<file path="src/hw/rtl/imu_zoc_pkg.sv">
// Package for the IMU zero-offset calibrator: widths, defaults and the item types.
// Shared by every module of the block; depends on nothing.
package imu_zoc_pkg;

   // Sample and accumulator widths
   localparam int SAMPLE_W = 16;
   localparam int SUM_W    = 24;
   localparam int CNT_W    = 8;
   localparam int NUM_GYRO = 3;
   localparam int NUM_ACAL = 2;

   // Defaults for the top-level parameters
   localparam int DEF_CAL_SAMPLES    = 200;
   localparam int DEF_WARMUP_SAMPLES = 200;

   // Saturation limits
   localparam logic [SAMPLE_W-1:0] SAT_MAX = 16'h7FFF;
   localparam logic [SAMPLE_W-1:0] SAT_MIN = 16'h8000;

   // Reciprocal divider: |sum| < 2**23, divisor < 2**8, so a 31-bit shift is exact
   localparam int MAG_W     = 23;
   localparam int RECIP_W   = 32;
   localparam int DIV_SHIFT = 31;
   localparam int PROD_W    = MAG_W + RECIP_W;
   localparam int QUOT_W    = 17;

   typedef logic [CNT_W-1:0] cnt_type;

   typedef struct packed {
      logic signed [SAMPLE_W-1:0] accel_x_raw;
      logic signed [SAMPLE_W-1:0] accel_y_raw;
      logic signed [SAMPLE_W-1:0] accel_z_raw;
      logic signed [SAMPLE_W-1:0] gyro_x_raw;
      logic signed [SAMPLE_W-1:0] gyro_y_raw;
      logic signed [SAMPLE_W-1:0] gyro_z_raw;
      logic                       start_accel_cal;
      logic                       start_gyro_cal;
   } req_item_type;

   typedef struct packed {
      logic signed [SAMPLE_W-1:0] accel_x;
      logic signed [SAMPLE_W-1:0] accel_y;
      logic signed [SAMPLE_W-1:0] accel_z;
      logic signed [SAMPLE_W-1:0] gyro_x;
      logic signed [SAMPLE_W-1:0] gyro_y;
      logic signed [SAMPLE_W-1:0] gyro_z;
      logic                       accel_cal_valid;
      logic                       gyro_cal_valid;
   } rsp_item_type;

   // Stored offsets; accel Z offset is always zero and is not kept
   typedef struct packed {
      logic [NUM_GYRO-1:0][SAMPLE_W-1:0] gyro;
      logic [NUM_ACAL-1:0][SAMPLE_W-1:0] accel;
   } offset_set_type;

   // Divide request: one pulse with the finished sums
   typedef struct packed {
      logic                           go;
      logic [NUM_GYRO-1:0][SUM_W-1:0] sum;
   } div_req_type;

   // Divide result: one pulse with the quotients
   typedef struct packed {
      logic                              valid;
      logic [NUM_GYRO-1:0][SAMPLE_W-1:0] quot;
   } div_rsp_type;

   // Calibration status seen by the pipeline
   typedef struct packed {
      logic busy;
      logic accel_done;
      logic gyro_done;
   } cal_status_type;

endpackage

</file>
<file path="src/hw/rtl/imu_zoc_corrector.sv">
// One lane of offset removal: raw word minus offset, saturated to 16 bits.
// Uses imu_zoc_pkg for widths and saturation limits.
module imu_zoc_corrector (
   input  logic [imu_zoc_pkg::SAMPLE_W-1:0] raw,
   input  logic [imu_zoc_pkg::SAMPLE_W-1:0] offset,
   output logic [imu_zoc_pkg::SAMPLE_W-1:0] corr
);

   logic [imu_zoc_pkg::SAMPLE_W:0] diff;

   // Subtract with one guard bit, then clamp on overflow
   always_comb begin
      diff = {raw[imu_zoc_pkg::SAMPLE_W-1], raw}
           - {offset[imu_zoc_pkg::SAMPLE_W-1], offset};
      if (diff[imu_zoc_pkg::SAMPLE_W] != diff[imu_zoc_pkg::SAMPLE_W-1]) begin
         corr = diff[imu_zoc_pkg::SAMPLE_W] ? imu_zoc_pkg::SAT_MIN : imu_zoc_pkg::SAT_MAX;
      end else begin
         corr = diff[imu_zoc_pkg::SAMPLE_W-1:0];
      end
   end

endmodule

</file>
<file path="config.mk">
export PLATFORM = sky130hd
export DESIGN_NAME = imu_zoc_corrector
export DESIGN_NICKNAME = d
export VERILOG_FILES = /design/src/hw/rtl/imu_zoc_pkg.sv /design/src/hw/rtl/imu_zoc_corrector.sv
export SDC_FILE = /design/constraint.sdc
export NUM_CORES = 1
export LEC_CHECK = 0
export BUFFER_PORTS_ARGS = -buffer_cell sky130_fd_sc_hd__buf_2
export CELL_PAD_IN_SITES_DETAIL_PLACEMENT = 0
export CELL_PAD_IN_SITES_GLOBAL_PLACEMENT = 1
export CORE_MARGIN = 2
export CORE_UTILIZATION = 31
export DETAILED_ROUTE_END_ITERATION = 8
export PLACE_DENSITY_LB_ADDON = 0.1
export SYNTH_ARGS = -nofsm -noshare
export SYNTH_HDL_FRONTEND = slang
export SYNTH_SLANG_ARGS = --single-unit
</file>
<file path="constraint.sdc">
create_clock -name vclk -period 2.5
set_input_delay 0.25 -clock vclk [all_inputs]
set_output_delay 0.25 -clock vclk [all_outputs]
set_load 0.02 [all_outputs]
</file>
; After elaboration in Yosys (flattened, before gate mapping)
; Index checks and enable logic that the tools add are counted.
[op_classes]
n_mux = 2
eq_ne = 1
add_sub_neg = 1
[ops]
columns = op, count
row1 = $mux 16, 2
row2 = $sub 16x16->17, 1
row3 = $ne 1x1->1, 1
[totals]
output_inout_bits = 16
in_bits = 32
ff_bits = 0
wordCells = 4

; Longest topological paths before layout
[logic_depth]
word_depth = 3
ltp_mapped = 11
mapped_depth_nobuf = 10

; Worst setup path before layout
; No wires, ideal clock.
[synth_path]
kind = input port to output port
from = in raw[0] (netlist name)
to = out corr[10] (netlist name)
path_stages = 11
t_required_ps = 2250
t_arrival_ps = 2260
n_path_buf = 1
slack_ps = -10
cell_sequence = inv_1 > ha_1 > inv_1 > fa_1 > a21o_1 > a311oi_2 > nor3_2 > nor2_4 > o31ai_4 > buf_6 > maj3_2
[synth_between]
elab_chain_len = 3
word_cells_on_any_way = 4
classes_between = 1 x add/sub / 1 x eq/ne / 2 x mux
[synth_lines]
columns = element, line
row1 = start: declaration, imu_zoc_corrector.sv:4  ; input logic [imu_zoc_pkg::SAMPLE_W-1:0] raw,
row2 = $sub 16x16->17 (*), imu_zoc_corrector.sv:14  ; - {offset[imu_zoc_pkg::SAMPLE_W-1], offset};
row3 = $mux 16 or $ne 1x1->1 (tied branches), "imu_zoc_corrector.sv:16, imu_zoc_corrector.sv:15"
row4 = $mux 16 (*), imu_zoc_corrector.sv:15  ; if (diff[imu_zoc_pkg::SAMPLE_W] != diff[imu_zoc_pkg::SAMPLE_W-1]) begin
row5 = end: declaration, imu_zoc_corrector.sv:6  ; output logic [imu_zoc_pkg::SAMPLE_W-1:0] corr
; Mark *: on every way between the ends. The rest lies on a longest branch, timed or not.

; Worst setup path in the final report
; Ends and elaborated chain as after synthesis.

==> metrics.md <==
| Metric | Value |
|---|---|
| Status | finished, violations left |
| Post-detail-place hpwl | 2250 um |
| Cell area after layout | 1730 um2 |
| Starting Density | 31.9% |
| Nets@finish | 266 |
| Drc violations | 0 |
| Critical Path End Type | output pin |
| RSZ-0062 raised after global routing | true |
| Top cells by area, synth | ha_1 (19%), maj3_2 (9.7%), a21oi_1 (7.2%), inv_1 (6.8%), maj3_1 (5.7%) |
| Share of layout cells above drive strength 1 | 52.6% |
| Vias in the first global route | 1,132 |
| Pre-antenna DRT Iters | 3 |
| Crit path DAT | 2340 ps |
| Sequential Power Share | 0% |
| # rows | 21 |
| Fillers | 344 |
| Fin crit share | 103% |
| Clock Power Share | 0% |
| Detail Route Antenna Nets | 0 |
| Synthesized netlist net count | 187 |
| Yosys top cell by area | ha_1 |
| Total grt overflow | 0 |
| Pin count of the biggest net entering global routing | 16 |
| Int Pwr | 397 uW |
| Seq cells | 0 |
| Dpl ws | -427 ps |
| First-pass GRT wire length | 4820 um |
| Hold path startpoint | raw[1] |
| Total negative slack | -98.9 ps |
| Global-route usage over all layers | 14.1% |
| Most common cell after layout, fill and taps aside | buf_2 |
| Cell count after synthesis | 138 |
| Worst Tran Pin Value | 496 ps |
| Leak Pwr | 0.884 nW |
| CP startpoint | raw[0] |
| Switching power total | 353 uW |
| Slew Limit Fails | 0 |
| Synth-to-Final Area Change | 65.6% |
| Final setup vio count | 2 |
| Cells after DPL | 256 |
| GPL Wtd Cong | 0.782 |
| Synth unique cells | 40 |
| Cell area power density | 433 nW/um2 |
| Horiz. Die Dim | 62.1 um |
| Final Power | 750 uW |
| Initial antenna violation count | 0 |
| Worst EP required | 2250 ps |
| Via-per-instance ratio | 4.60 |
| CP max FO | 2 |
| DP Area | 1520 um2 |
| Die height | 62.1 um |
| Most frequent cells in the layout | buf_2 (33), buf_4 (29), buf_6 (18), inv_1 (17) |
| Normalized max-slew margin | 66.6% |
| WS Path Type | in2out |
| WL final | 2690 um |
| Post-DR wirelength/cell | 10.3 um |
| Clk_buf instances | 0 |
| Worst IR Drop VDD | 194 uV |
| Post-CTS Hold Fix Bufs | 0 |
| Worst hold path class | in2out |
| Yosys Warn Count | 0 |
| Synth Cell Area | 1050 um2 |
| Non-filler cells, final | 261 |
| Max Cap Violations | 0 |
| Core area | 3280 um2 |
| Vias | 1,200 |
| Max frequency | 0.387 GHz |
| Die area | 3860 um2 |
| Avg Cell Area, Syn | 7.59 um2 |
| Hold Vio Cnt, Final | 0 |
| Setup ws final | -86.5 ps |
| Initial DRC Count | 37 |
| Switch share | 47.1% |
| Antenna cells | 0 |
| Final core occ | 52.8% |
| Gate power share | 100.0% |
| Period minus WS final | 2590 ps |
| CP Launch Type | primary input |
| Sequential area share after synthesis | 0% |
| Hold Slack | 1100 ps |
| Failing checks | negative setup slack |
| Port bufs | 48 |
| Synth top area share | 19.1% |
| Reg area | 0 um2 |
| # IOs | 48 |
==> Yosys cell counts <==
cell type  instances
o211ai_1           1
a211oi_2           1
o21a_1             1
maj3_1             6
xnor2_1            6
xor2_2             1
nor2_1             7
nand2_1           11
a22oi_2            1
o2bb2ai_1          1
nor2_4             1
nand3_1            3
and3_1             1
mux2i_1            1
o31ai_4            1
o311a_1            1
maj3_2             9
clkbuf_1           1
fa_1               1
buf_6              2
a21oi_2            1
a21bo_2            1
xor2_1             4
buf_4              1
nor3b_1            1
a21o_1             6
nor3_2             1
a211oi_1           1
and4b_1            1
or3_1              2
ha_1              16
nor4b_1            1
a311oi_2           1
a21oi_1           15
o21ai_0            4
o21ai_1            1
inv_1             19
nand4_1            1
o22ai_1            2
nand2b_1           2
==> power groups by stage <==
stage	combinational (mW)	clock, mW	sequential (mW)
after floorplan	0.409	0	0
after CTS	0.752	0	0
after detailed placement	0.589	0	0
after global routing	0.810	0	0
after global placement	0.586	0	0
final	0.750	0	0
==> cell type report <==
cell class / instances / area (um2) / area share, %
Inverter: 19 / 73.8 / 4.26
Multi-Input combinational cell: 115 / 997 / 57.5
Timing Repair Buffer: 81 / 606 / 34.9
Tap cell: 46 / 57.6 / 3.32
==> final timing paths <==
check	endpoint	slack (ps)	cells after the start
min	corr[1]	1100	4
max	corr[10]	-90	13
==> critical path, stage by stage <==
cell,delay (ps)
buf_6,100
inv_4,40
ha_4,120
inv_2,30
fa_2,330
a21o_1,190
a311oi_2,260
buf_4,180
nor3b_4,40
a21bo_2,210
xor2_1,140
maj3_2,300
buf_6,130
==> routing by layer <==
| metal | share of wire, % | wire [um] | vias to the layer above | track usage [%] |
|---|---|---|---|---|
| li1 | - | - | 645 | - |
| met4 | 0 | 0 | 0 | 0 |
| met2 | 46 | 1230 | 25 | 23.5 |
| met3 | 3.3 | 88 | 0 | 0.543 |
| met5 | 0 | 0 | - | 0 |
| met1 | 51 | 1370 | 530 | 21.3 |
==> cells by family after synthesis <==
logic type,Yosys count,share of synthesized area [%]
buf+inv,23,10.0
simple gates,32,16.0
compound gates,39,26.6
mux,1,0.956
fa+ha+maj,32,36.4
xor+xnor,11,9.92
==> repair_timing <==
action,in CTS,in global routing
endpoints found under the setup margin,16,15
buffers inserted,3,1
gates resized for setup,49,2
pin swaps,22,10
cloned,1,0
Power figures use the tool's default switching activity.
