===== src/hw/rtl/imu_zoc_pkg.sv =====
// Package for the IMU zero-offset calibrator: widths, defaults and the item types.
// Shared by every module of the block; depends on nothing.
package imu_zoc_pkg;

   // Sample and accumulator widths
   localparam int SAMPLE_W = 16;
   localparam int SUM_W    = 24;
   localparam int CNT_W    = 8;
   localparam int NUM_GYRO = 3;
   localparam int NUM_ACAL = 2;

   // Defaults for the top-level parameters
   localparam int DEF_CAL_SAMPLES    = 200;
   localparam int DEF_WARMUP_SAMPLES = 200;

   // Saturation limits
   localparam logic [SAMPLE_W-1:0] SAT_MAX = 16'h7FFF;
   localparam logic [SAMPLE_W-1:0] SAT_MIN = 16'h8000;

   // Reciprocal divider: |sum| < 2**23, divisor < 2**8, so a 31-bit shift is exact
   localparam int MAG_W     = 23;
   localparam int RECIP_W   = 32;
   localparam int DIV_SHIFT = 31;
   localparam int PROD_W    = MAG_W + RECIP_W;
   localparam int QUOT_W    = 17;

   typedef logic [CNT_W-1:0] cnt_type;

   typedef struct packed {
      logic signed [SAMPLE_W-1:0] accel_x_raw;
      logic signed [SAMPLE_W-1:0] accel_y_raw;
      logic signed [SAMPLE_W-1:0] accel_z_raw;
      logic signed [SAMPLE_W-1:0] gyro_x_raw;
      logic signed [SAMPLE_W-1:0] gyro_y_raw;
      logic signed [SAMPLE_W-1:0] gyro_z_raw;
      logic                       start_accel_cal;
      logic                       start_gyro_cal;
   } req_item_type;

   typedef struct packed {
      logic signed [SAMPLE_W-1:0] accel_x;
      logic signed [SAMPLE_W-1:0] accel_y;
      logic signed [SAMPLE_W-1:0] accel_z;
      logic signed [SAMPLE_W-1:0] gyro_x;
      logic signed [SAMPLE_W-1:0] gyro_y;
      logic signed [SAMPLE_W-1:0] gyro_z;
      logic                       accel_cal_valid;
      logic                       gyro_cal_valid;
   } rsp_item_type;

   // Stored offsets; accel Z offset is always zero and is not kept
   typedef struct packed {
      logic [NUM_GYRO-1:0][SAMPLE_W-1:0] gyro;
      logic [NUM_ACAL-1:0][SAMPLE_W-1:0] accel;
   } offset_set_type;

   // Divide request: one pulse with the finished sums
   typedef struct packed {
      logic                           go;
      logic [NUM_GYRO-1:0][SUM_W-1:0] sum;
   } div_req_type;

   // Divide result: one pulse with the quotients
   typedef struct packed {
      logic                              valid;
      logic [NUM_GYRO-1:0][SAMPLE_W-1:0] quot;
   } div_rsp_type;

   // Calibration status seen by the pipeline
   typedef struct packed {
      logic busy;
      logic accel_done;
      logic gyro_done;
   } cal_status_type;

endpackage


===== src/hw/rtl/imu_zoc_divider.sv =====
// Signed divide of the calibration sums by CAL_SAMPLES, truncating toward zero, by
// reciprocal multiply; the quotient magnitudes are registered. Uses imu_zoc_pkg types and widths.
module imu_zoc_divider #(
   parameter int CAL_SAMPLES = imu_zoc_pkg::DEF_CAL_SAMPLES
) (
   input  logic                     clock,
   input  logic                     reset,
   input  imu_zoc_pkg::div_req_type div_req,
   output imu_zoc_pkg::div_rsp_type div_rsp
);

   localparam longint unsigned RECIP_L =
      ((64'd1 << imu_zoc_pkg::DIV_SHIFT) + CAL_SAMPLES - 1) / CAL_SAMPLES;
   localparam logic [imu_zoc_pkg::RECIP_W-1:0] RECIP = imu_zoc_pkg::RECIP_W'(RECIP_L);

   logic [imu_zoc_pkg::NUM_GYRO-1:0][imu_zoc_pkg::QUOT_W-1:0] quot_ff, quot_in;
   logic [imu_zoc_pkg::NUM_GYRO-1:0]                          neg_ff, neg_in;
   logic                                                      valid_ff;
   logic [imu_zoc_pkg::SUM_W-1:0]                             mag_full;
   logic [imu_zoc_pkg::PROD_W-1:0]                            prod;

   // Take magnitudes and multiply by the reciprocal
   always_comb begin
      mag_full = '0;
      prod     = '0;
      for (int i = 0; i < imu_zoc_pkg::NUM_GYRO; i++) begin
         neg_in[i] = div_req.sum[i][imu_zoc_pkg::SUM_W-1];
         mag_full  = neg_in[i] ? -div_req.sum[i] : div_req.sum[i];
         prod      = imu_zoc_pkg::PROD_W'(mag_full[imu_zoc_pkg::MAG_W-1:0])
                   * imu_zoc_pkg::PROD_W'(RECIP);
         quot_in[i] = prod[imu_zoc_pkg::DIV_SHIFT +: imu_zoc_pkg::QUOT_W];
      end
   end

   // Hold the quotient magnitudes for the sign stage
   always_ff @(posedge clock) begin
      if (reset) begin
         valid_ff <= 1'b0;
      end else begin
         valid_ff <= div_req.go;
      end
      quot_ff <= quot_in;
      neg_ff  <= neg_in;
   end

   // Restore the sign
   always_comb begin
      div_rsp.valid = valid_ff;
      for (int i = 0; i < imu_zoc_pkg::NUM_GYRO; i++) begin
         div_rsp.quot[i] = neg_ff[i]
            ? imu_zoc_pkg::SAMPLE_W'(-quot_ff[i])
            : imu_zoc_pkg::SAMPLE_W'(quot_ff[i]);
      end
   end

endmodule


===== config.mk =====
export PLATFORM = sky130hd
export DESIGN_NAME = imu_zoc_divider
export DESIGN_NICKNAME = d
export VERILOG_FILES = /design/src/hw/rtl/imu_zoc_pkg.sv /design/src/hw/rtl/imu_zoc_divider.sv
export SDC_FILE = /design/constraint.sdc
export NUM_CORES = 2
export LEC_CHECK = 0
export BUFFER_PORTS_ARGS = -buffer_cell sky130_fd_sc_hd__buf_2
export CAP_MARGIN = 20
export CORE_MARGIN = 4
export CORE_UTILIZATION = 50
export DETAILED_ROUTE_END_ITERATION = 8
export GPL_TIMING_DRIVEN = 1
export PLACE_DENSITY = 0.67
export SKIP_LAST_GASP = 1
export SLEW_MARGIN = 20
export SYNTH_ARGS = -nofsm -noshare
export SYNTH_HDL_FRONTEND = slang
export SYNTH_SLANG_ARGS = --single-unit
export TNS_END_PERCENT = 100

===== constraint.sdc =====
create_clock -name clock -period 23.9 [get_ports clock]
set_clock_uncertainty 0.1 [all_clocks]
set_input_delay 1.195 -clock clock [delete_from_list [all_inputs] [get_ports clock]]
set_output_delay 1.195 -clock clock [all_outputs]
set_load 0.1 [all_outputs]

Yosys cells after proc, flatten, opt, wreduce, memory -nomap -nowiden
Cells that the tools add are included.
{"block": "word_totals", "ff_bits": 52, "in_bits": 75, "out_inout_bits": 49, "word_cells": 20}
{"block": "classes", "n_addsub": 6, "n_mul": 3, "mux": 6}
{"operator": "multiplier 23 x 24 -> 47 bit (second input constant)", "n": 3}
{"operator": "two-way mux 23 bit", "n": 3}
{"operator": "negation 23 bit", "n": 3}
{"operator": "two-way mux 16 bit", "n": 3}
{"operator": "negation 16 bit", "n": 3}

Longest topological paths before layout
{"block": "logic_depth", "depth_word": 3, "ltp_mapped": 33}

Worst setup path after synthesis
OpenSTA, ideal clock, no wires.
{"block": "synth_timing", "path_type": "input-to-reg", "startpoint": "input port div_req[0] in the netlist's numbering", "endpoint": "register quot_ff[13] in the netlist's numbering", "setup_time_ns": 0.106, "arrival_ns": 8.637, "required_time_ns": 23.694, "slack_ns": 15.057, "path_stages": 29, "cell_sequence": "inv_1 nand2_1 or4_1 or2_2 or3_1 clkbuf_1 o21a_1 xor2_1 inv_1 fa_1 inv_1 fa_1 inv_1 fa_1 fa_1 inv_1 fa_1 fa_1 inv_1 ha_1 ha_1 o2111ai_1 o32ai_1 and4_1 o21ai_0 a21oi_1 o211ai_1 a211o_1 o311ai_0"}
{"item": "from (decl)", "line": "imu_zoc_divider.sv:8", "text": "input imu_zoc_pkg::div_req_type div_req,"}
{"item": "to (signal assigned)", "line": "imu_zoc_divider.sv:42", "text": "quot_ff <= quot_in;"}
{"item": "to (decl)", "line": "imu_zoc_divider.sv:16", "text": "logic [imu_zoc_pkg::NUM_GYRO-1:0][imu_zoc_pkg::QUOT_W-1:0] quot_ff, quot_in;"}

==> impl_metrics.tcl <==
set metrics [dict create \
    cts-resized-gates 0 \
    syn_inst 3124 \
    io_pins 124 \
    dp_hpwl_um 65890 \
    critPathMaxFanout 12 \
    dieArea_um2 65030 \
    hold_buffers 0 \
    final_area_um2 32270 \
    std_cell_rows 90 \
    placed_area_um2 32100 \
    cts.sinks 52 \
    io_buffers 123 \
    final_util_pct 53.47 \
    max_freq_mhz 102.9 \
    drt_iter0_drc 966 \
    htreeDepth 2 \
    synth-seq-cells 52 \
    grt_pass1_wl_um 115700 \
    layout.nets 4630 \
    finalHoldViolations 0 \
    setup_viol 0 \
    antenna_found_initial 0 \
    avgRoutedWirePerCell_um 17.43 \
    cp_slowest_stage_delay_ns 0.55 \
    startpoint "div_req[24]" \
    endpoint "quot_ff[32]" \
    ant_nets 0 \
    synth_fp_nets 4506 \
    postCtsSetupRepairBufs 0 \
    synth.area.top_cells "fa_1 38%, ha_1 30%, inv_1 12%" \
    die_y_um 255.0 \
    cp_common_cell "fa_1" \
    initial_core_util_pct 50.54 \
    yosys.cell_types.count 67 \
    synth-seq-area-share_pct 3.412 \
    area_delta_synth_final_pct 5.791 \
    clkTransAtPathRegs_ns 0.08 \
    rsz0062_at_grt "false" \
    drt_first_pass_iters 5 \
    holdCritPathClass "primary input to register" \
    critPathLaunchType "primary input" \
    totalWireLength_um 70270 \
    pre_cts_slack_ns 13.85 \
    yosysMostFrequentCell "inv_1" \
    fin_crit_sh_pct 40.68 \
    cts_tree "done" \
    n_fill_cell 5559 \
    synthFlopType "dfxtp_1" \
    core_um2 60360 \
    synth_edf_count 0 \
    slowest_stage "fa_1" \
    fin_ws_ns 14.18 \
    overflow 0 \
    synth_top_cell_by_area "fa_1" \
    drc 0 \
    grt_usage_pct 22.66 \
    grt_start_max_net_pins 24 \
    cts_root_buffer "clkbuf_16" \
    finalCriticalPeriod_ns 9.722 \
    die_w_um 255.0 \
    cts_buffer_depth 2 \
    syn_avg_cell_area_um2 9.765 \
    final_max_slew_viol_count 0 \
    async_reset_ff_share_pct 0 \
    arrival_ns 9.86 \
    setup_tns_ns 0 \
    routabilityCongestion 0.9657 \
    vias 20670 \
    maxCapViolations 0 \
    max_slew_margin_pct 24.34 \
    yosys_warnings 0 \
    via_per_inst 5.127 \
    yosysTopAreaCellShare_pct 38.00 \
    synth_common_cells "992 x inv_1, 728 x ha_1, 579 x fa_1" \
    worstMarginPinSlew_ns 1.127 \
    path_class "primary input to register" \
    outcome "finished, final reports clean" \
    numCtsBuffers 5 \
    grt_pass1_vias 22400 \
    drive_above_1_share_pct 5.263 \
    worstPathRequired_ns 24.04 \
    critPathCaptureType "register" \
    netlist_area_um2 30510 \
]
cell type report:
type                       count  area [µm²]  share of cell area (%)
clock buffer                   5       125.1                  0.3877
sequential                    52        1041                   3.226
timing repair buffer         134       698.2                   2.163
tap                          782       978.4                   3.032
inverter                     992        3724                   11.54
antenna                        1       2.502                0.007754
multi-input combinational   2063       25670                   79.54
clock inverter                 3       33.78                  0.1047
worst max-delay path: cells and delay by family:
| family | cells | cell delay [ns] |
|---|---|---|
| XOR/XNOR | 2 | 0.59 |
| AND/OR/NAND/NOR | 6 | 1.45 |
| adder cells (fa/ha/maj) | 8 | 3.31 |
| AO/OA/AOI/OAI | 9 | 2.58 |
| buffers and inverters | 5 | 0.72 |
state kept, by name, indices dropped and copies added, names as in the netlist:
signal,count
quot_ff,48
valid_ff,1
neg_ff,3
routing by layer:
layer | GRT usage [%] | up-vias | wire length (µm)
li1 | - | 9975 | -
met1 | 30.70 | 10220 | 31450
met2 | 38.94 | 393 | 33670
met3 | 2.876 | 88 | 3110
met4 | 5.721 | 0 | 2045
met5 | 0 | - | 0
cell families after synthesis:
group / after synthesis / synth area share (%)
adders and majority gates: 1307 / 67.85
buffers and inverters: 1009 / 12.46
AOI/OAI and AO/OA: 311 / 6.698
and+or+nand+nor: 280 / 4.741
xor gates and xnor gates: 162 / 4.725
DFF: 52 / 3.412
muxes: 3 / 0.1066
metrics by stage:
stage | hold WS, ns | cells
floorplan | 1.123 | 3124
global placement | 1.251 | 4023
detailed placement | 1.255 | 4023
CTS | 0.9089 | 4031
global route | 0.9147 | 4031
finish | 0.9237 | 4032
cell usage in the layout, fill, tap and decap left out, types with 6 or more instances in the layout:
master / n
nand2_1: 83
nand2b_1: 10
o41ai_1: 11
fa_1: 579
o2111ai_1: 6
nand3_1: 22
buf_4: 11
a211oi_1: 10
nor3_1: 19
or4_1: 14
xnor2_1: 116
o21a_1: 6
dfxtp_1: 52
and3_1: 9
o21ai_0: 66
nor2b_1: 10
a21oi_1: 78
a211o_1: 6
xor2_1: 42
ha_1: 728
nand4_1: 10
inv_1: 992
nor2_1: 44
a21o_1: 43
and2_1: 11
buf_2: 123
o31ai_1: 27
a31oi_1: 10
or2_2: 9
o211ai_1: 8
or3_1: 17
worst min-delay path by stage:
stage / from / slack (ns) / cells past startpoint / to
finish: reset / 0.92 / 2 / valid_ff
global route: reset / 0.91 / 2 / valid_ff
CTS: reset / 0.91 / 2 / valid_ff
detailed placement: reset / 1.25 / 2 / valid_ff
global placement: reset / 1.25 / 2 / valid_ff
floorplan: div_req[23] / 1.12 / 0 / neg_ff[0]
Power is not shown: default switching activity piles up to over one toggle a cycle in this logic, so the estimate is an artifact.
