$ cat src/hw/rtl/imu_zoc_pkg.sv
// Package for the IMU zero-offset calibrator: widths, defaults and the item types.
// Shared by every module of the block; depends on nothing.
package imu_zoc_pkg;

   // Sample and accumulator widths
   localparam int SAMPLE_W = 16;
   localparam int SUM_W    = 24;
   localparam int CNT_W    = 8;
   localparam int NUM_GYRO = 3;
   localparam int NUM_ACAL = 2;

   // Defaults for the top-level parameters
   localparam int DEF_CAL_SAMPLES    = 200;
   localparam int DEF_WARMUP_SAMPLES = 200;

   // Saturation limits
   localparam logic [SAMPLE_W-1:0] SAT_MAX = 16'h7FFF;
   localparam logic [SAMPLE_W-1:0] SAT_MIN = 16'h8000;

   // Reciprocal divider: |sum| < 2**23, divisor < 2**8, so a 31-bit shift is exact
   localparam int MAG_W     = 23;
   localparam int RECIP_W   = 32;
   localparam int DIV_SHIFT = 31;
   localparam int PROD_W    = MAG_W + RECIP_W;
   localparam int QUOT_W    = 17;

   typedef logic [CNT_W-1:0] cnt_type;

   typedef struct packed {
      logic signed [SAMPLE_W-1:0] accel_x_raw;
      logic signed [SAMPLE_W-1:0] accel_y_raw;
      logic signed [SAMPLE_W-1:0] accel_z_raw;
      logic signed [SAMPLE_W-1:0] gyro_x_raw;
      logic signed [SAMPLE_W-1:0] gyro_y_raw;
      logic signed [SAMPLE_W-1:0] gyro_z_raw;
      logic                       start_accel_cal;
      logic                       start_gyro_cal;
   } req_item_type;

   typedef struct packed {
      logic signed [SAMPLE_W-1:0] accel_x;
      logic signed [SAMPLE_W-1:0] accel_y;
      logic signed [SAMPLE_W-1:0] accel_z;
      logic signed [SAMPLE_W-1:0] gyro_x;
      logic signed [SAMPLE_W-1:0] gyro_y;
      logic signed [SAMPLE_W-1:0] gyro_z;
      logic                       accel_cal_valid;
      logic                       gyro_cal_valid;
   } rsp_item_type;

   // Stored offsets; accel Z offset is always zero and is not kept
   typedef struct packed {
      logic [NUM_GYRO-1:0][SAMPLE_W-1:0] gyro;
      logic [NUM_ACAL-1:0][SAMPLE_W-1:0] accel;
   } offset_set_type;

   // Divide request: one pulse with the finished sums
   typedef struct packed {
      logic                           go;
      logic [NUM_GYRO-1:0][SUM_W-1:0] sum;
   } div_req_type;

   // Divide result: one pulse with the quotients
   typedef struct packed {
      logic                              valid;
      logic [NUM_GYRO-1:0][SAMPLE_W-1:0] quot;
   } div_rsp_type;

   // Calibration status seen by the pipeline
   typedef struct packed {
      logic busy;
      logic accel_done;
      logic gyro_done;
   } cal_status_type;

endpackage

$ cat src/hw/rtl/imu_zoc_cal_ctrl.sv
// Calibration sequencer: warm-up and sample counters, running sums, done flags
// and the stored offsets. Uses imu_zoc_pkg types; drives imu_zoc_divider.
module imu_zoc_cal_ctrl #(
   parameter int CAL_SAMPLES    = imu_zoc_pkg::DEF_CAL_SAMPLES,
   parameter int WARMUP_SAMPLES = imu_zoc_pkg::DEF_WARMUP_SAMPLES
) (
   input  logic                                                        clock,
   input  logic                                                        reset,
   input  logic                                                        fire,
   input  logic                                                        start_accel,
   input  logic                                                        start_gyro,
   input  logic [imu_zoc_pkg::NUM_ACAL-1:0][imu_zoc_pkg::SAMPLE_W-1:0] acc_corr,
   input  logic [imu_zoc_pkg::NUM_GYRO-1:0][imu_zoc_pkg::SAMPLE_W-1:0] gyr_corr,
   input  imu_zoc_pkg::div_rsp_type                                    div_rsp,
   output imu_zoc_pkg::div_req_type                                    div_req,
   output imu_zoc_pkg::offset_set_type                                 offsets,
   output imu_zoc_pkg::cal_status_type                                 status
);

   localparam imu_zoc_pkg::cnt_type CAL_N  = imu_zoc_pkg::cnt_type'(CAL_SAMPLES);
   localparam imu_zoc_pkg::cnt_type WARM_N = imu_zoc_pkg::cnt_type'(WARMUP_SAMPLES);
   localparam imu_zoc_pkg::cnt_type CNT_ONE = imu_zoc_pkg::cnt_type'(1);

   imu_zoc_pkg::offset_set_type                                 off_ff, off_in;
   logic [imu_zoc_pkg::NUM_GYRO-1:0][imu_zoc_pkg::SUM_W-1:0]    gsum_ff, gsum_in;
   logic [imu_zoc_pkg::NUM_ACAL-1:0][imu_zoc_pkg::SUM_W-1:0]    asum_ff, asum_in;
   imu_zoc_pkg::cnt_type warm_ff, warm_in, gcnt_ff, gcnt_in, acnt_ff, acnt_in;
   logic gdone_ff, gdone_in, adone_ff, adone_in;
   logic div_go_ff, div_go_in, div_gyro_ff, div_gyro_in;
   logic gdone_eff, adone_eff, skip_accel;

   // Advance the calibration on each processed item, store quotients on return
   always_comb begin
      off_in      = off_ff;
      gsum_in     = gsum_ff;
      asum_in     = asum_ff;
      warm_in     = warm_ff;
      gcnt_in     = gcnt_ff;
      acnt_in     = acnt_ff;
      gdone_in    = gdone_ff;
      adone_in    = adone_ff;
      div_go_in   = 1'b0;
      div_gyro_in = div_gyro_ff;
      skip_accel  = 1'b0;
      gdone_eff   = gdone_ff & ~start_gyro;
      adone_eff   = adone_ff & ~start_accel;

      if (fire) begin
         gdone_in = gdone_eff;
         adone_in = adone_eff;

         // Gyro: warm-up, clearing sample, then summing
         if (!gdone_eff) begin
            if (warm_ff < WARM_N) begin
               warm_in = warm_ff + CNT_ONE;
            end else if (gcnt_ff == '0) begin
               gsum_in    = '0;
               off_in.gyro = '0;
               gcnt_in    = CNT_ONE;
               skip_accel = 1'b1;
            end else begin
               for (int i = 0; i < imu_zoc_pkg::NUM_GYRO; i++) begin
                  gsum_in[i] = gsum_ff[i]
                     + {{(imu_zoc_pkg::SUM_W-imu_zoc_pkg::SAMPLE_W)
                         {gyr_corr[i][imu_zoc_pkg::SAMPLE_W-1]}}, gyr_corr[i]};
               end
               if (gcnt_ff == CAL_N) begin
                  gcnt_in     = '0;
                  gdone_in    = 1'b1;
                  skip_accel  = 1'b1;
                  div_go_in   = 1'b1;
                  div_gyro_in = 1'b1;
               end else begin
                  gcnt_in = gcnt_ff + CNT_ONE;
               end
            end
         end

         // Accel: clearing sample, then summing X and Y
         if (!skip_accel && !adone_eff) begin
            if (acnt_ff == '0) begin
               asum_in      = '0;
               off_in.accel = '0;
               acnt_in      = CNT_ONE;
            end else begin
               for (int i = 0; i < imu_zoc_pkg::NUM_ACAL; i++) begin
                  asum_in[i] = asum_ff[i]
                     + {{(imu_zoc_pkg::SUM_W-imu_zoc_pkg::SAMPLE_W)
                         {acc_corr[i][imu_zoc_pkg::SAMPLE_W-1]}}, acc_corr[i]};
               end
               if (acnt_ff == CAL_N) begin
                  acnt_in     = '0;
                  adone_in    = 1'b1;
                  div_go_in   = 1'b1;
                  div_gyro_in = 1'b0;
               end else begin
                  acnt_in = acnt_ff + CNT_ONE;
               end
            end
         end
      end

      // Load the finished offsets
      if (div_rsp.valid) begin
         if (div_gyro_ff) begin
            off_in.gyro = div_rsp.quot;
         end else begin
            for (int i = 0; i < imu_zoc_pkg::NUM_ACAL; i++) begin
               off_in.accel[i] = div_rsp.quot[i];
            end
         end
      end
   end

   always_ff @(posedge clock) begin
      if (reset) begin
         off_ff      <= '0;
         warm_ff     <= '0;
         gcnt_ff     <= '0;
         acnt_ff     <= '0;
         gdone_ff    <= 1'b0;
         adone_ff    <= 1'b0;
         div_go_ff   <= 1'b0;
         div_gyro_ff <= 1'b0;
      end else begin
         off_ff      <= off_in;
         warm_ff     <= warm_in;
         gcnt_ff     <= gcnt_in;
         acnt_ff     <= acnt_in;
         gdone_ff    <= gdone_in;
         adone_ff    <= adone_in;
         div_go_ff   <= div_go_in;
         div_gyro_ff <= div_gyro_in;
      end
      gsum_ff <= gsum_in;
      asum_ff <= asum_in;
   end

   // Hand the finished sums to the divider
   always_comb begin
      div_req.go = div_go_ff;
      if (div_gyro_ff) begin
         div_req.sum = gsum_ff;
      end else begin
         div_req.sum = '0;
         for (int i = 0; i < imu_zoc_pkg::NUM_ACAL; i++) begin
            div_req.sum[i] = asum_ff[i];
         end
      end
   end

   assign offsets           = off_ff;
   assign status.busy       = div_go_ff | div_rsp.valid;
   assign status.accel_done = adone_in;
   assign status.gyro_done  = gdone_in;

endmodule

$ cat config.mk
export PLATFORM = sky130hd
export DESIGN_NAME = imu_zoc_cal_ctrl
export DESIGN_NICKNAME = d
export VERILOG_FILES = /design/src/hw/rtl/imu_zoc_pkg.sv /design/src/hw/rtl/imu_zoc_cal_ctrl.sv
export SDC_FILE = /design/constraint.sdc
export NUM_CORES = 1
export LEC_CHECK = 0
export ABC_AREA = 1
export ABC_CLOCK_PERIOD_IN_PS = 3500
export BUFFER_PORTS_ARGS = -buffer_cell sky130_fd_sc_hd__buf_2
export CORE_ASPECT_RATIO = 0.6
export CORE_MARGIN = 1
export CORE_UTILIZATION = 58
export DETAILED_ROUTE_END_ITERATION = 16
export GPL_TIMING_DRIVEN = 0
export PLACE_DENSITY = 0.86
export SYNTH_ARGS = -nofsm -noshare
export SYNTH_HDL_FRONTEND = slang
export SYNTH_SLANG_ARGS = --single-unit
$ cat constraint.sdc
create_clock -name clock -period 3.5 [get_ports clock]
set_input_delay 0.7 -clock clock [delete_from_list [all_inputs] [get_ports clock]]
set_output_delay 0.7 -clock clock [all_outputs]
set_load 0.05 [all_outputs]
# Word level (Yosys, flattened, before mapping)
# Cells that the tools add are included.
# totals
word_cells	83
input_bits	134
output_inout_bits	156
register_bits	228
# op_classes
n_eq_ne	2
n_mux	38
addsub	8
bitwise_logic	8
n_reduce_logical	9
order_cmp	1
# op_table
operator	count
$mux W48	4
$mux W80	2
$add A24 B24 Y24	5
$mux W32	3
$mux W72	1
$mux W8	4
$add A8 B1 Y8 const B	3
$mux W1	24
$eq A8 B8 Y1 const B	2
$logic_not A8 Y1	2
$lt A8 B8 Y1 const B	1
$reduce_and A3 Y1	2
$not A1 Y1	5
$and A1 B1 Y1	2
$logic_not A1 Y1	2
$reduce_and A2 Y1	1
$reduce_or A2 Y1	1
$logic_and A1 B1 Y1	1
$or A1 B1 Y1	1

# Logic depth before layout (Yosys ltp)
# Gate-level depths: netlist (run 1).
# logic_depth
depth_word	12
ltp_mapped	12
ltp_nobuf	12

# Worst setup path before layout (run 1)
# No wires, ideal clock.
# synth_timing
kind	input-to-reg
from	in fire
to	reg asum_ff[0] (netlist bit) (enable)
cell_stages	4
path_slack_ns	0.869
required_time_ns	3.094
setup_time_ns	0.406
t_arrival_ns	2.225
path_buffers	0
cell_sequence	inv_1 > a21oi_1 > nand2_2 > inv_1
# synth_via
elab_chain_len	1
# synth_rtl
item	line	source
from (decl)	imu_zoc_cal_ctrl.sv:9	input logic fire,
$reduce_and A2 Y1 (no line)	-	
to (signal assigned)	imu_zoc_cal_ctrl.sv:136	asum_ff <= asum_in;
to (decl)	imu_zoc_cal_ctrl.sv:26	logic [imu_zoc_pkg::NUM_ACAL-1:0][imu_zoc_pkg::SUM_W-1:0] asum_ff, asum_in;
# No other way between the ends.
# A chain may end at the register's enable or synchronous reset.

==> results of run 1 <==
-- power by group --
group | total (mW) | internal [mW] | switching [mW]
registers | 2.99 | 2.93 | 0.0663
logic | 2.16 | 0.629 | 1.53
clock network | 2.62 | 1.42 | 1.21
total | 7.78 | 4.97 | 2.80
-- Yosys cell counts (8+ instances only) --
cell type  number
nand2_1      1113
inv_1         487
nor2_1        277
a21oi_1       218
o21ai_0       125
edfxtp_1      120
ha_1          120
nand3_1       115
dfxtp_1       108
clkbuf_1       38
nand4_1        31
nor3_1         15
buf_2          12
nand3b_1       10
and2_1          8
nor3b_1         8
-- state kept, by name (all words and copies together), names as in the netlist --
signal,flops
acnt_ff,8
adone_ff,1
asum_ff,48
div_go_ff,1
div_gyro_ff,1
gcnt_ff,8
gdone_ff,1
gsum_ff,72
offsets,80
warm_ff,8
-- worst paths after layout --
path                from          end  slack [ns]
max reg2reg   asum_ff[0]  asum_ff[16]        1.11
min          div_rsp[40]  offsets[72]        0.43
min reg2reg   warm_ff[7]   warm_ff[7]        0.45
max          div_gyro_ff  div_req[37]        0.14
-- per-stage QoR --
stage	util	setup slack (ns)	instances	cell area [um^2]	hold WS (ns)
floorplan	-	0.869	2870	17800	0.430
global placement	0.657	-0.00524	3566	19800	0.441
detailed placement	0.659	0.686	3568	19800	0.446
CTS	0.685	0.156	3612	20600	0.423
global route	0.685	0.0598	3614	20600	0.439
finish	0.685	0.143	3614	20600	0.432
-- final cells by class --
cell class / instances / area (um^2) / share of cell area
clock buffer: 33 / 697 / 0.0338
sequential: 228 / 5770 / 0.280
inverter: 491 / 1840 / 0.0894
multi-input combinational: 2085 / 9900 / 0.480
antenna: 2 / 5.00 / 0.000243
buffer: 66 / 329 / 0.0160
tap: 408 / 510 / 0.0247
clock inverter: 11 / 86.3 / 0.00419
timing repair buffer: 290 / 1490 / 0.0722
-- metal layers --
metal,part of all wire,vias up,global-route usage
met5,0,-,0
met4,0.021,0,0.0865
met3,0.12,99,0.0735
met2,0.40,1048,0.490
met1,0.45,8821,0.520
li1,-,9604,-
-- cells by family after synthesis --
logic type	share of synthesized area
flip-flops	0.323
buffers and inverters	0.122
adder cells (fa/ha/maj)	0.0898
AO/OA/AOI/OAI	0.101
XOR/XNOR	0.00540
AND/OR/NAND/NOR	0.359
-- tightest hold or removal path, delay by kind of cell --
family	cells	cell delay (ns)
buffers and inverters	1	0.07
AOI/OAI and AO/OA	2	0.17
==> results.ini, run 1 <==
[timing]
fmax_mhz = 298
drv_slew = 0
tightest_slew_ns = 0.790
hold_viol = 0
rsz0062_at_grt = false
fin_setup_tns_ns = 0
relSlewSlack = 0.474
period_share = 0.959
fin_worst_skew_ns = 0.0106
period_needed_ns = 3.36
finalSetupViolations = 0

[synthesis]
yosysSeqAreaShare = 0.323
synth.top_cell.area_share = 0.234
yosys_most_used_dff = edfxtp_1
synth_top_area_cell = nand2_1
synth-edff-count = 120
yosys_warnings = 0
synthArstFlopShare = 0
synth_cell_types = 40
syn_inst = 2870
syn_nets = 3129
syn_area_um2 = 17800
yosys-top-cells-area = nand2_1, edfxtp_1, dfxtp_1
ys_seq_elements = 228
syn_area_per_cell_um2 = 6.21

[routing]
avgRoutedWirePerCell_um = 15.8
drtPass1Iterations = 6
num_vias = 19600
ant_nets = 0
post_drt_via_cell_ratio = 5.42
routed_wl_mm = 57.0
drtIter0Drc = 2141
drc = 0

[global_routing]
grt_pass1_wl_mm = 86.1
gr-total-overflow = 0
grtUsageTotal = 0.344
grt_max_degree = 56
grt_pass1_vias = 17000
antenna_found_initial = 2

[critical_path]
critPathMaxStageDelay_ns = 0.56
startpoint_type = flip-flop
cp_top_family = buffers and inverters
crit_required_ns = 2.80
crit_path_cell_trace = clkinv_1 -> clkbuf_1 -> buf_1 -> nand2_1 -> nand2_1 -> buf_2
path_buf_inv = 4
cp.depth = 6
worst_path_max_delay_cell = buf_1
crit_fanout = 10
arrival_ns = 2.66
endpoint_kind = output port
path_class = reg -> out
reg2reg_depth = 10
cpMostUsedCell = nand2_1

[placed_design]
io_buffers = 288
dp_hpwl_mm = 45.0
gp_congestion = 1.02

[clock_tree]
htreeDepth = 1
cts_resized = 0
cts_tree = yes
numCtsBuffers = 24
numClockSinks = 228
cts_root_buf = clkbuf_16
cts_setup_buffers = 0
clk_latency_ns = 0.56
clk_pin_slew_ns = 0.07
hold_buffers = 0
cts_buffer_depth = 3

[finish]
area_growth_pct = 15.6
final_cell_mix = nand2_1, inv_1, buf_2
fill_cells = 2733
drive_above_1_share = 0.115
nets = 3445
layout_commonest_cell = nand2_1

[floorplan]
dieArea_um2 = 31500
die_h_um = 138
ioPinCount = 290
core_area_um2 = 30100
rows = 49
die_x_um = 228
start_util = 0.593

[power]
p_leak_nw = 11.4
fin_total_pwr_mw = 7.78
power.density_nw_per_um2 = 377
irDropWorstVdd_mv = 0.365

[min_path]
hold_path_class = in -> reg
whs_path_depth = 3

[status]
status = completed

[job]
maxCapViolCount = 0

No activity file was read; power rests on OpenSTA's default activity.
==> run 2: changes to the inputs <==
- CORE_ASPECT_RATIO: 0.6 -> unset
- SLEW_MARGIN: unset -> 20
==> run 2 against run 1 <==
Clock power grew 8.4%. Via count shrank 2.2%. Hold slack lost 0.0069 ns. Die area is essentially flat. Clock-buffer cell count grew 10. Largest cell class unchanged.
==> results.ini, run 2 (same netlist as run 1, synthesis figures left out) <==
[power]
power.density_nw_per_um2 = 383
p_leak_nw = 11.5
p_seq_frac = 0.378
pwr-share-comb = 0.265
p_int_mw = 5.23
irDropWorstVdd_mv = 0.367
switching_share = 0.341
power_switching_mw = 2.70
p_clk_frac = 0.358

[critical_path]
startpoint_type = flip-flop
path_class = reg -> out
crit_required_ns = 2.80
arrival_ns = 2.54
crit_fanout = 10
endpoint_kind = output port
reg2reg_depth = 10

[timing]
tightest_slew_ns = 0.754
relSlewSlack = 0.498
hold_viol = 0
hold_ws_ns = 0.425
period_needed_ns = 3.24
drv_slew = 0
fmax_mhz = 309
fin_setup_tns_ns = 0
period_share = 0.925
rsz0062_at_grt = false
fin_worst_skew_ns = 0.0136
finalSetupViolations = 0

[min_path]
whs_path_depth = 3
hold_path_class = in -> reg

[routing]
avgRoutedWirePerCell_um = 14.8
drtIter0Drc = 1692
routed_wl_mm = 53.4
num_vias = 19100
drtPass1Iterations = 8
ant_nets = 0
drc = 0
post_drt_via_cell_ratio = 5.31

[global_routing]
grtUsageTotal = 0.329
grt_max_degree = 59
gr-total-overflow = 0
grt_pass1_wl_mm = 83.6
antenna_found_initial = 8
grt_pass1_vias = 17500

[finish]
layout_commonest_cell = nand2_1
final_cell_mix = nand2_1, inv_1, buf_2
nets = 3447
seqCellArea_um2 = 5770
largest_reg_flops = 80
fill_cells = 2656
multi_input_area_um2 = 9900
drive_above_1_share = 0.116
area_growth_pct = 16.2

[clock_tree]
cts_setup_buffers = 0
numClockSinks = 228
cts_root_buf = clkbuf_16
hold_buffers = 0
htreeDepth = 1
cts_resized = 0
clk_latency_ns = 0.56
cts_buffer_depth = 3
cts_tree = yes
numCtsBuffers = 27
clk_pin_slew_ns = 0.06

[floorplan]
dieArea_um2 = 31500
ioPinCount = 290
start_util = 0.595
core_area_um2 = 30000
die_x_um = 177
rows = 63
die_h_um = 177

[placed_design]
io_buffers = 288
gp_congestion = 0.993
dp_hpwl_mm = 42.1

[status]
status = completed

[job]
maxCapViolCount = 0

## run 2: changes by cell type in the layout (fill, tap and decap cells not counted), moves of 3 or more
cell	change
clkbuf_16	+5
diode_2	+5
clkbuf_1	+4
clkinv_4	-3
## run 2: final cells by class
cell class | count | area share
Timing Repair Buffer | 289 | 0.0709
Sequential cell | 228 | 0.278
Tap cell | 390 | 0.0236
Multi-Input combinational cell | 2085 | 0.478
Clock buffer | 43 | 0.0411
Clock inverter | 7 | 0.00254
Antenna cell | 7 | 0.000845
Inverter | 491 | 0.0891
Buffer | 66 | 0.0159
## run 2: path summary, 6_finish.rpt
kind                                     to  slack, ns        start
worst max-delay path            div_req[38]       0.26  div_gyro_ff
worst min-delay path            offsets[14]       0.43  div_rsp[14]
worst max register to register  gsum_ff[44]       1.23  gsum_ff[24]
worst min register to register   warm_ff[7]       0.45   warm_ff[7]
## run 2: power by group through the flow
| stage | clock, mW | combinational, mW | sequential [mW] |
|---|---|---|---|
| 2_1_floorplan | 0 | 1.43 | 3.12 |
| 3_3_place_gp | 0 | 2.00 | 3.05 |
| 3_5_place_dp | 0 | 2.05 | 3.05 |
| 4_1_cts | 2.86 | 2.06 | 2.99 |
| 5_1_grt | 2.95 | 2.32 | 3.01 |
| 6_report | 2.84 | 2.10 | 3.00 |
## run 2: critical path, cell delays in order, from the launching register on
cell and delay (ns):
dfxtp_1 0.31, clkinv_1 0.16, clkbuf_1 0.44, buf_1 0.47, nand2_1 0.16, nand2_1 0.15, buf_2 0.28
## run 2: per-layer routing
| layer | global-route usage | share of wire |
|---|---|---|
| met1 | 0.424 | 0.42 |
| met3 | 0.0482 | 0.079 |
| met2 | 0.559 | 0.46 |
| met4 | 0.121 | 0.035 |
| met5 | 0 | 0.00022 |
## run 2: stage by stage
stage	cells	power, mW	util	instance area [um^2]	setup WS [ns]
2_1_floorplan	2870	4.55	-	17800	0.869
4_1_cts	3599	7.92	0.691	20700	0.265
6_report	3606	7.94	0.692	20700	0.263
3_5_place_dp	3549	5.10	0.661	19800	0.759
5_1_grt	3604	8.28	0.692	20700	0.155
3_3_place_gp	3548	5.05	0.660	19800	0.0817
==> run 3: changes to the inputs <==
- CELL_PAD_IN_SITES_DETAIL_PLACEMENT: unset -> 1
- CELL_PAD_IN_SITES_GLOBAL_PLACEMENT: unset -> 1
- CORE_ASPECT_RATIO: unset -> 0.75
- CORE_UTILIZATION: 58 -> 40
- PLACE_DENSITY: 0.86 -> 0.85
==> run 3 against run 2 <==
Critical endpoint is now div_req[36]. Via count is 1.9% higher. Highest routed layer is now met4. Cell area is 1.3% higher. Non-clock buffer count is 1 higher. Sequential power hardly changed. First-iteration DRC count is 36% lower. Register-to-register slack worse by 0.14 ns.
==> results.ini, run 3 (same netlist as run 1, synthesis figures left out) <==
[status]
status = completed

[clock_tree]
hold_buffers = 0
cts_tree = yes
cts_resized = 0
htreeDepth = 1
numCtsBuffers = 28
cts_setup_buffers = 0
clk_pin_slew_ns = 0.06
cts_root_buf = clkbuf_16
numClockSinks = 228
clk_latency_ns = 0.58
cts_buffer_depth = 3

[routing]
num_vias = 19500
post_drt_via_cell_ratio = 5.14
drtPass1Iterations = 5
ant_nets = 0
drtIter0Drc = 1077
routed_wl_mm = 67.0
avgRoutedWirePerCell_um = 17.6
drc = 0

[timing]
fin_worst_skew_ns = 0.0141
relSlewSlack = 0.439
hold_ws_ns = 0.410
finalSetupViolations = 0
rsz0062_at_grt = false
period_needed_ns = 3.23
hold_viol = 0
timing.final.ws_setup_ns = 0.269
period_share = 0.923
fmax_mhz = 309
drv_slew = 0
tightest_slew_ns = 0.842

[critical_path]
reg2reg_slack_ns = 1.09
startpoint_type = flip-flop
reg2reg_depth = 10
path_class = reg -> out
worstSetupEndpoint = div_req[36]
r2r_end = asum_ff[12]
endpoint_kind = output port
r2r_start = asum_ff[0]
arrival_ns = 2.53
crit_required_ns = 2.80
crit_fanout = 10
crit_path_start = div_gyro_ff

[power]
power.density_nw_per_um2 = 388
p_int_mw = 5.22
p_leak_nw = 11.5
pwr-share-comb = 0.270
power_switching_mw = 2.92
switching_share = 0.358
p_seq_frac = 0.368
irDropWorstVdd_mv = 0.362
p_clk_frac = 0.362

[placed_design]
dp_hpwl_mm = 53.8
placed_area_um2 = 20100
io_buffers = 288
gp_congestion = 0.937
place_ws_ns = 0.723
place_inst = 3738

[global_routing]
gr-total-overflow = 0
antenna_found_initial = 10
grtUsageTotal = 0.288
grt_pass1_vias = 20000
grt_pass1_wl_mm = 104
grt_max_degree = 54

[floorplan]
dieArea_um2 = 45400
die_h_um = 185
die_x_um = 246
start_util = 0.408
ioPinCount = 290
rows = 66
core_area_um2 = 43700

[finish]
multi_input_area_um2 = 9900
fin_cells = 3794
drive_above_1_share = 0.116
nets = 3449
largest_reg_flops = 80
post-route-util = 0.480
fill_cells = 6137
seqCellArea_um2 = 5770
fin_area_um2 = 21000
area_growth_pct = 17.6
final_cell_mix = nand2_1, inv_1, buf_2
layout_commonest_cell = nand2_1

[job]
maxCapViolCount = 0

[min_path]
hold_path_class = in -> reg

==> run 3: worst min-delay path by stage <==
stage	from	to	slack, ns	depth (start not counted)
after global routing	div_rsp[32]	offsets[64]	0.41	3
after CTS	div_rsp[38]	offsets[70]	0.38	3
after floorplan	warm_ff[7]	warm_ff[7]	0.43	2
after detailed placement	warm_ff[7]	warm_ff[7]	0.45	2
final	div_rsp[43]	offsets[75]	0.41	3
after global placement	warm_ff[7]	warm_ff[7]	0.44	2
==> run 3: area by class of cell <==
cell class,count,area share
inverter,491,0.0880
antenna,8,0.000954
multi-input combinational,2085,0.472
sequential,228,0.275
clock inverter,13,0.00525
buffer,66,0.0157
clock buffer,35,0.0376
timing repair buffer,290,0.0713
tap,578,0.0345
==> run 3: routing by layer <==
| metal | vias to the layer above | part of all wire | global-route usage |
|---|---|---|---|
| met5 | - | 0 | 0 |
| met4 | 0 | 0.027 | 0.0822 |
| met3 | 110 | 0.049 | 0.0352 |
| met2 | 464 | 0.46 | 0.479 |
| met1 | 9335 | 0.47 | 0.393 |
| li1 | 9595 | - | - |
==> run 3: per-stage QoR <==
stage / setup TNS, ns / power [mW]
CTS: 0 / 8.16
global route: 0 / 8.51
global placement: -9.30 / 5.11
floorplan: 0 / 4.55
detailed placement: 0 / 5.21
finish: 0 / 8.14
==> run 3: power groups by stage <==
stage	clock, mW	combinational [mW]	sequential [mW]
2_1_floorplan	0	1.43	3.12
3_3_place_gp	0	2.06	3.05
3_5_place_dp	0	2.16	3.05
4_1_cts	2.99	2.18	3.00
5_1_grt	3.07	2.43	3.01
6_report	2.94	2.20	3.00
==> run 3: worst max-delay path, cell delays in order (launching register included) <==
cell and delay, ns:
dfxtp_1 0.31, clkinv_1 0.20, clkbuf_1 0.43, buf_1 0.48, nand2_1 0.15, nand2_1 0.10
buf_2 0.26
